[src/rtl/tsoq_pkg.sv]
package tsoq_pkg;

    localparam int STAMP_WIDTH = 32;
    localparam int DATA_WIDTH  = 32;
    localparam int TSOQ_DEPTH  = 16;

    typedef enum logic [1:0] {
        ACT_ADD   = 2'd0,
        ACT_DRAIN = 2'd1,
        ACT_GET   = 2'd2,
        ACT_CLEAR = 2'd3
    } action_t;

    typedef struct packed {
        action_t                  action;
        logic [STAMP_WIDTH-1:0]   stamp;
        logic [DATA_WIDTH-1:0]    payload;
    } req_t;

    typedef struct packed {
        logic                     found;
        logic [DATA_WIDTH-1:0]    item_payload;
        logic [STAMP_WIDTH-1:0]   item_stamp;
        logic                     last;
        logic                     overflow;
    } rsp_t;

    typedef struct packed {
        logic [STAMP_WIDTH-1:0]   stamp;
        logic [DATA_WIDTH-1:0]    data;
    } entry_t;

    typedef enum logic [1:0] {
        CELL_HOLD   = 2'd0,
        CELL_INSERT = 2'd1,
        CELL_POP    = 2'd2
    } cell_op_t;

    typedef struct packed {
        cell_op_t                 op;
        logic                     tail_gt;
    } cell_cmd_t;

    typedef struct packed {
        logic                     move;
        logic                     gt;
        logic                     due;
    } cell_stat_t;

    typedef enum logic [1:0] {
        ST_IDLE  = 2'd0,
        ST_DRAIN = 2'd1,
        ST_GET   = 2'd2
    } state_t;

endpackage

[src/rtl/tsoq_cell.sv]
module tsoq_cell
    import tsoq_pkg::*;
(
    input  logic                   clk,
    input  cell_cmd_t              cmd,
    input  logic [STAMP_WIDTH-1:0] key,
    input  entry_t                 new_entry,
    input  entry_t                 left_entry,
    input  entry_t                 right_entry,
    input  logic                   left_move,
    input  logic                   valid,
    input  logic                   at_tail,
    output entry_t                 entry,
    output cell_stat_t             stat
);

    entry_t entry_reg;
    entry_t entry_next;
    logic   ge;
    logic   gt;
    logic   due;
    logic   move;
    logic   load;

    // Compare the held stamp against the broadcast key.
    assign ge   = (entry_reg.stamp >= key);
    assign gt   = (entry_reg.stamp > key);
    assign due  = valid && !gt;
    assign move = (cmd.op == CELL_INSERT) && valid && ge && cmd.tail_gt;
    assign stat = '{move: move, gt: gt, due: due};

    // Take the new entry at the first moving cell, or at the tail when nothing moves.
    assign load = !left_move && (move || at_tail);

    always_comb
    begin
        entry_next = entry_reg;
        unique case (cmd.op)
            CELL_INSERT:
            begin
                if (left_move)
                    entry_next = left_entry;
                else if (load)
                    entry_next = new_entry;
            end
            CELL_POP:
                entry_next = right_entry;
            default:
                entry_next = entry_reg;
        endcase
    end

    always_ff @(posedge clk)
    begin
        entry_reg <= entry_next;
    end

    assign entry = entry_reg;

endmodule

[src/rtl/timestamp_ordered_queue_top.sv]
// Timestamp-ordered queue: up to DEPTH entries of (stamp, payload), kept sorted
// oldest first in a row of cells, one entry per cell. An add compares the new
// stamp against every cell at once and shifts the younger entries up by one in
// the same cycle; its single acknowledgement (overflow set when the store was
// full) appears in the output register the cycle after it is accepted. Clear
// likewise gives one acknowledgement. Drain and get pop from the oldest cell,
// the whole row shifting down one place per pop: a drain of n due entries
// gives n results, one per cycle while the consumer keeps rsp_ready high, and
// a get of n due entries gives one result, the newest of them. A drain or get
// with nothing due gives one not-found result. A new request is taken only
// between operations and while the output register is free or being read.
// Stored entries need no clearing after reset: only cells below the fill
// count are ever read.
module timestamp_ordered_queue_top
    import tsoq_pkg::*;
#(
    parameter int DEPTH = TSOQ_DEPTH
)
(
    input  logic clk,
    input  logic rst_n,
    input  logic req_valid,
    output logic req_ready,
    input  req_t req,
    output logic rsp_valid,
    input  logic rsp_ready,
    output rsp_t rsp
);

    localparam int FILL_W = $clog2(DEPTH + 1);

    state_t              state_reg, state_next;
    logic [FILL_W-1:0]   fill_reg, fill_next;
    logic                rsp_valid_reg, rsp_valid_next;
    rsp_t                rsp_reg, rsp_next;
    logic [STAMP_WIDTH-1:0] query_reg, query_next;
    entry_t              hold_reg, hold_next;
    logic                got_reg, got_next;

    cell_cmd_t           cmd;
    cell_op_t            cmd_op;
    logic [STAMP_WIDTH-1:0] key;
    entry_t              new_entry;
    entry_t              cell_entry [DEPTH];
    cell_stat_t          cell_stat  [DEPTH];
    logic [DEPTH-1:0]    cell_valid;
    logic [DEPTH-1:0]    cell_tail;
    logic [DEPTH-1:0]    gt_vec;

    logic out_free;
    logic accept;
    logic head_due;
    logic next_due;

    // The output register is free when empty or being read this cycle.
    assign out_free  = !rsp_valid_reg || rsp_ready;
    assign req_ready = (state_reg == ST_IDLE) && out_free;
    assign accept    = req_valid && req_ready;

    // Broadcast the request stamp while idle, the held query otherwise.
    assign key       = (state_reg == ST_IDLE) ? req.stamp : query_reg;
    assign new_entry = '{stamp: req.stamp, data: req.payload};

    // Per-cell occupancy from the fill count.
    always_comb
    begin
        for (int i = 0; i < DEPTH; i++)
        begin
            cell_valid[i] = (FILL_W'(i) < fill_reg);
            cell_tail[i]  = (FILL_W'(i) == fill_reg);
            gt_vec[i]     = cell_valid[i] && cell_stat[i].gt;
        end
    end

    // Entries are sorted, so any stored stamp above the key means the newest one is.
    assign cmd = '{op: cmd_op, tail_gt: |gt_vec};

    genvar g;
    generate
        for (g = 0; g < DEPTH; g++)
        begin : g_cell
            entry_t left_e;
            entry_t right_e;
            logic   left_m;

            if (g == 0)
            begin : g_first
                assign left_e = new_entry;
                assign left_m = 1'b0;
            end
            else
            begin : g_inner
                assign left_e = cell_entry[g-1];
                assign left_m = cell_stat[g-1].move;
            end

            if (g == DEPTH - 1)
            begin : g_end
                assign right_e = cell_entry[g];
            end
            else
            begin : g_mid
                assign right_e = cell_entry[g+1];
            end

            tsoq_cell u_cell (
                .clk         (clk),
                .cmd         (cmd),
                .key         (key),
                .new_entry   (new_entry),
                .left_entry  (left_e),
                .right_entry (right_e),
                .left_move   (left_m),
                .valid       (cell_valid[g]),
                .at_tail     (cell_tail[g]),
                .entry       (cell_entry[g]),
                .stat        (cell_stat[g])
            );
        end
    endgenerate

    // Due entries form a prefix; the head and its neighbor tell whether to keep popping.
    assign head_due = cell_stat[0].due;
    assign next_due = cell_stat[1].due;

    always_comb
    begin
        state_next     = state_reg;
        fill_next      = fill_reg;
        rsp_valid_next = rsp_valid_reg && !rsp_ready;
        rsp_next       = rsp_reg;
        query_next     = query_reg;
        hold_next      = hold_reg;
        got_next       = got_reg;
        cmd_op         = CELL_HOLD;

        unique case (state_reg)
            ST_IDLE:
            begin
                if (accept)
                begin
                    unique case (req.action)
                        ACT_ADD:
                        begin
                            rsp_valid_next = 1'b1;
                            rsp_next       = '{found: 1'b0, item_payload: '0,
                                               item_stamp: '0, last: 1'b1,
                                               overflow: 1'b0};
                            if (fill_reg == FILL_W'(DEPTH))
                                rsp_next.overflow = 1'b1;
                            else
                            begin
                                cmd_op    = CELL_INSERT;
                                fill_next = fill_reg + FILL_W'(1);
                            end
                        end
                        ACT_CLEAR:
                        begin
                            fill_next      = '0;
                            rsp_valid_next = 1'b1;
                            rsp_next       = '{found: 1'b0, item_payload: '0,
                                               item_stamp: '0, last: 1'b1,
                                               overflow: 1'b0};
                        end
                        ACT_DRAIN:
                        begin
                            query_next = req.stamp;
                            state_next = ST_DRAIN;
                        end
                        ACT_GET:
                        begin
                            query_next = req.stamp;
                            hold_next  = '0;
                            got_next   = 1'b0;
                            state_next = ST_GET;
                        end
                        default:
                            state_next = ST_IDLE;
                    endcase
                end
            end
            ST_DRAIN:
            begin
                if (out_free)
                begin
                    rsp_valid_next = 1'b1;
                    if (head_due)
                    begin
                        rsp_next = '{found: 1'b1, item_payload: cell_entry[0].data,
                                     item_stamp: cell_entry[0].stamp,
                                     last: !next_due, overflow: 1'b0};
                        cmd_op    = CELL_POP;
                        fill_next = fill_reg - FILL_W'(1);
                        if (!next_due)
                            state_next = ST_IDLE;
                    end
                    else
                    begin
                        // Nothing due at all: one not-found result.
                        rsp_next   = '{found: 1'b0, item_payload: '0,
                                       item_stamp: '0, last: 1'b1,
                                       overflow: 1'b0};
                        state_next = ST_IDLE;
                    end
                end
            end
            ST_GET:
            begin
                if (head_due)
                begin
                    // Drop the head and keep it as the newest due so far.
                    cmd_op    = CELL_POP;
                    fill_next = fill_reg - FILL_W'(1);
                    hold_next = cell_entry[0];
                    got_next  = 1'b1;
                end
                else if (out_free)
                begin
                    rsp_valid_next = 1'b1;
                    rsp_next       = '{found: got_reg, item_payload: hold_reg.data,
                                       item_stamp: hold_reg.stamp, last: 1'b1,
                                       overflow: 1'b0};
                    state_next     = ST_IDLE;
                end
            end
            default:
                state_next = ST_IDLE;
        endcase
    end

    always_ff @(posedge clk or negedge rst_n)
    begin
        if (!rst_n)
        begin
            state_reg     <= ST_IDLE;
            fill_reg      <= '0;
            rsp_valid_reg <= 1'b0;
        end
        else
        begin
            state_reg     <= state_next;
            fill_reg      <= fill_next;
            rsp_valid_reg <= rsp_valid_next;
        end
    end

    always_ff @(posedge clk)
    begin
        rsp_reg   <= rsp_next;
        query_reg <= query_next;
        hold_reg  <= hold_next;
        got_reg   <= got_next;
    end

    assign rsp_valid = rsp_valid_reg;
    assign rsp       = rsp_reg;

    a_fill_bound: assert property (@(posedge clk) disable iff (!rst_n)
        fill_reg <= FILL_W'(DEPTH))
        else $error("fill count above depth");

    a_head_sorted: assert property (@(posedge clk) disable iff (!rst_n)
        (fill_reg >= FILL_W'(2)) |-> (cell_entry[0].stamp <= cell_entry[1].stamp))
        else $error("oldest cells out of order");

    a_drain_end: assert property (@(posedge clk) disable iff (!rst_n)
        (state_reg == ST_DRAIN && rsp_valid_next && out_free && rsp_next.last)
        |=> (state_reg == ST_IDLE))
        else $error("drain did not end on last result");

    a_ovf_excl: assert property (@(posedge clk) disable iff (!rst_n)
        (rsp_valid_reg && rsp_reg.overflow) |-> (!rsp_reg.found && rsp_reg.last))
        else $error("overflow result carries an entry");

    a_pop_nonempty: assert property (@(posedge clk) disable iff (!rst_n)
        (cmd.op == CELL_POP) |-> (fill_reg != '0))
        else $error("pop from empty store");

endmodule
[config.mk]
export PLATFORM = sky130hd
export DESIGN_NAME = timestamp_ordered_queue_top
export DESIGN_NICKNAME = d
export VERILOG_FILES = /design/src/rtl/tsoq_pkg.sv /design/src/rtl/tsoq_cell.sv /design/src/rtl/timestamp_ordered_queue_top.sv
export SDC_FILE = /design/constraint.sdc
export NUM_CORES = 2
export LEC_CHECK = 0
export BUFFER_PORTS_ARGS = -buffer_cell sky130_fd_sc_hd__clkbuf_2
export CORE_MARGIN = 2
export CORE_UTILIZATION = 25
export DETAILED_ROUTE_END_ITERATION = 10
export PLACE_DENSITY_LB_ADDON = 0.12
export SLEW_MARGIN = 30
export SYNTH_ARGS = -nofsm -noshare
export SYNTH_HDL_FRONTEND = slang
export SYNTH_SLANG_ARGS = --single-unit
[constraint.sdc]
create_clock -name clk -period 11.5 [get_ports clk]
set_input_delay 1.725 -clock clk [delete_from_list [all_inputs] [get_ports clk]]
set_output_delay 1.725 -clock clk [all_outputs]
set_load 0.02 [all_outputs]
==> impl_metrics.tcl <==
set metrics [dict create \
    yosysWarnings 0 \
    area_growth_pct 13.3 \
    cts_buffer_depth 4 \
    slowest_delay_ns 0.75 \
    synthCells 7437 \
    fillers 31100 \
    drt_pass1_iterations 6 \
    via_per_inst 5.46 \
    postRouteAntennaNets 0 \
    worstPathRequired_ns 12.07 \
    wirelength_um 304000 \
    cts_root_buf "clkbuf_16" \
    dp_hpwl_um 202000 \
    rsz0062_at_grt "false" \
    yosysSeqAreaShare_pct 48.1 \
    hold_buffers 0 \
    crit_slowest_cell "a211oi_1" \
    cts_buffers 162 \
    fin_skew_ns 0.0780 \
    core_mm2 0.297 \
    grt_pass1_vias 60100 \
    pin_count 139 \
    cts_resized 0 \
    synth-seq-cells 1196 \
    max_freq_mhz 129 \
    die_x_um 550 \
    crit_top_cell "buf_12" \
    avgSynthCellArea_um2 10.0 \
    cts_sinks 1196 \
    outcome "complete, no violations" \
    die_y_um 550 \
    wl_per_cell_um 27.0 \
    cp_data_arrival_time_ns 8.34 \
    critical_path_class "flip-flop to flip-flop" \
    drc 0 \
    worst_slack_ns 3.73 \
    cp-start-kind "flip-flop" \
    cts-htree-levels 4 \
    ys_top_cells_by_area "edfxtp_1, ha_1, a31oi_1, nor2b_1, a21oi_1" \
    hold_viol_final 0 \
    dieArea_mm2 0.303 \
    fin_crit_sh_pct 67.6 \
    synth_async_sr_flop_share_pct 0.669 \
    grt_pass1_wl_um 444000 \
    setup_viol 0 \
    regArea_mm2 0.0359 \
    drtIter0Drc 6031 \
    crit_fanout 139 \
    cts_tree "yes" \
    multiInputGateArea_mm2 0.0362 \
    post_cts_buffers 0 \
    rows 200 \
    track_usage_pct 19.5 \
    hp-class "flip-flop to flip-flop" \
    clk_pin_slew_ns 0.06 \
    nets 7770 \
    post-place-ws_ns 2.87 \
    largest_reg_flops 1024 \
    slew_viol_final 0 \
    synth_top_area_cell "edfxtp_1" \
    dr_total_vias 61500 \
    tightest_slew_ns 1.10 \
    synth_ff_type "edfxtp_1" \
    clk-insertion-delay-late_ns 0.87 \
    post-route-util_pct 28.5 \
    slew-limit-headroom_pct 26.8 \
    worstPathCellList "inv_1 > ha_4 > buf_12 > mux2i_2 > buf_4 > ha_1 > a21oi_1 > nor2_1 > a211oi_1 > o2111ai_1 > a211oi_1 > o2111ai_1 > nor4_2 > a41oi_4 > buf_4 > buf_12 > buf_12 > buf_16 > a31oi_1 > a21oi_1" \
    drv_cap 0 \
    start_util_pct 25.1 \
    final_common_cell "edfxtp_1" \
    min_path_cells 2 \
    synth_edf_count 1188 \
    gp_congestion 0.858 \
    layout_common_cells "edfxtp_1, a21oi_1, a31oi_1" \
    syn_area_mm2 0.0746 \
    syn-num-nets 8003 \
    ys_types 76 \
    drive_gt1_share_pct 10.3 \
    overflow 0 \
    fin_setup_tns_ns 0 \
    reg2regPathDepth 20 \
    io_buffers 138 \
    antenna_found_initial 20 \
    grt_start_max_net_pins 254 \
    period_needed_ns 7.77 \
    synth.top_cell.area_share_pct 47.8 \
    end_kind "flip-flop" \
]
## Yosys cell counts (all sizes together), types with 8 or more instances
library cell and number:
mux2i 31, and3 13, a31oi 915, inv 56, edfxtp 1188, nor4 14, dfrtp 8, a21o 55
nor2b 901, a21oi 1040, nor2 138, xnor2 27, nand3 46, a221oi 12, or3 8, clkbuf 524
nor3 31, o2111ai 14, nand2b 17, o211ai 16, a41oi 13, a22oi 87, mux2 131, a211oi 36
or2 11, ha 496, o221ai 11, nand2 132, nand4 94, and2 73, a21boi 10, buf 190
o21a 16, and4 10, o21ai 998
## worst max-delay path: cells and delay by family (launching register included)
family / cells / cell delay, ns
buffers and inverters: 7 / 1.89
AOI/OAI and AO/OA: 8 / 3.05
adders and majority gates: 2 / 0.79
muxes: 1 / 0.26
DFF: 1 / 0.40
and+or+nand+nor: 2 / 0.65
## cells by family after synthesis
| kind of cell | Yosys count | share of synthesized area (%) |
|---|---|---|
| AO/OA/AOI/OAI | 3273 | 24.7 |
| XOR/XNOR | 32 | 0.376 |
| adder cells (fa/ha/maj) | 503 | 8.42 |
| buffers and inverters | 771 | 4.32 |
| flip-flops | 1196 | 48.1 |
| multiplexers | 162 | 2.40 |
| AND/OR/NAND/NOR | 1500 | 11.6 |
## stage by stage
stage / hold WS (ns) / instances / instance area [µm²]
after floorplan: 0.534 / 7437 / 74600
after global placement: 0.547 / 11000 / 79400
after detailed placement: 0.556 / 11000 / 79500
after CTS: 0.528 / 11300 / 84300
after global routing: 0.585 / 11300 / 84500
final: 0.538 / 11300 / 84500
## layer usage
metal  GRT usage (%)  up-vias  wire length [µm]
li1                -    28100                 -
met3            2.69      317             16800
met1            28.9    31100            147000
met2            29.9     1945            134000
met5               0        -                56
met4            3.82        8              5640
## path summary, 6_finish.rpt
kind / slack (ns) / end / startpoint
setup reg to reg: 3.73 / g_cell[5].u_cell.entry[14] / state_reg[0]
max in group asynchronous: 10.38 / fill_reg[1] / rst_n
setup / recovery: 3.73 / g_cell[5].u_cell.entry[14] / state_reg[0]
hold / removal: 0.54 / g_cell[14].u_cell.entry[20] / g_cell[15].u_cell.entry[20]
hold reg to reg: 0.54 / g_cell[14].u_cell.entry[20] / g_cell[15].u_cell.entry[20]
min in group asynchronous: 0.80 / rsp_valid / rst_n
## area by class of cell
| cell class | instances | area share [%] |
|---|---|---|
| Multi-Input combinational cell | 5470 | 42.8 |
| Sequential cell | 1196 | 42.5 |
| Tap cell | 3939 | 5.83 |
| Clock buffer | 207 | 5.07 |
| Timing Repair Buffer | 317 | 2.86 |
| Clock inverter | 71 | 0.658 |
| Inverter | 57 | 0.253 |
| Antenna cell | 9 | 0.0267 |
Power is left out: the tool's default activity adds up to more than one toggle a clock period on the data nets, which glitch-free logic cannot reach.
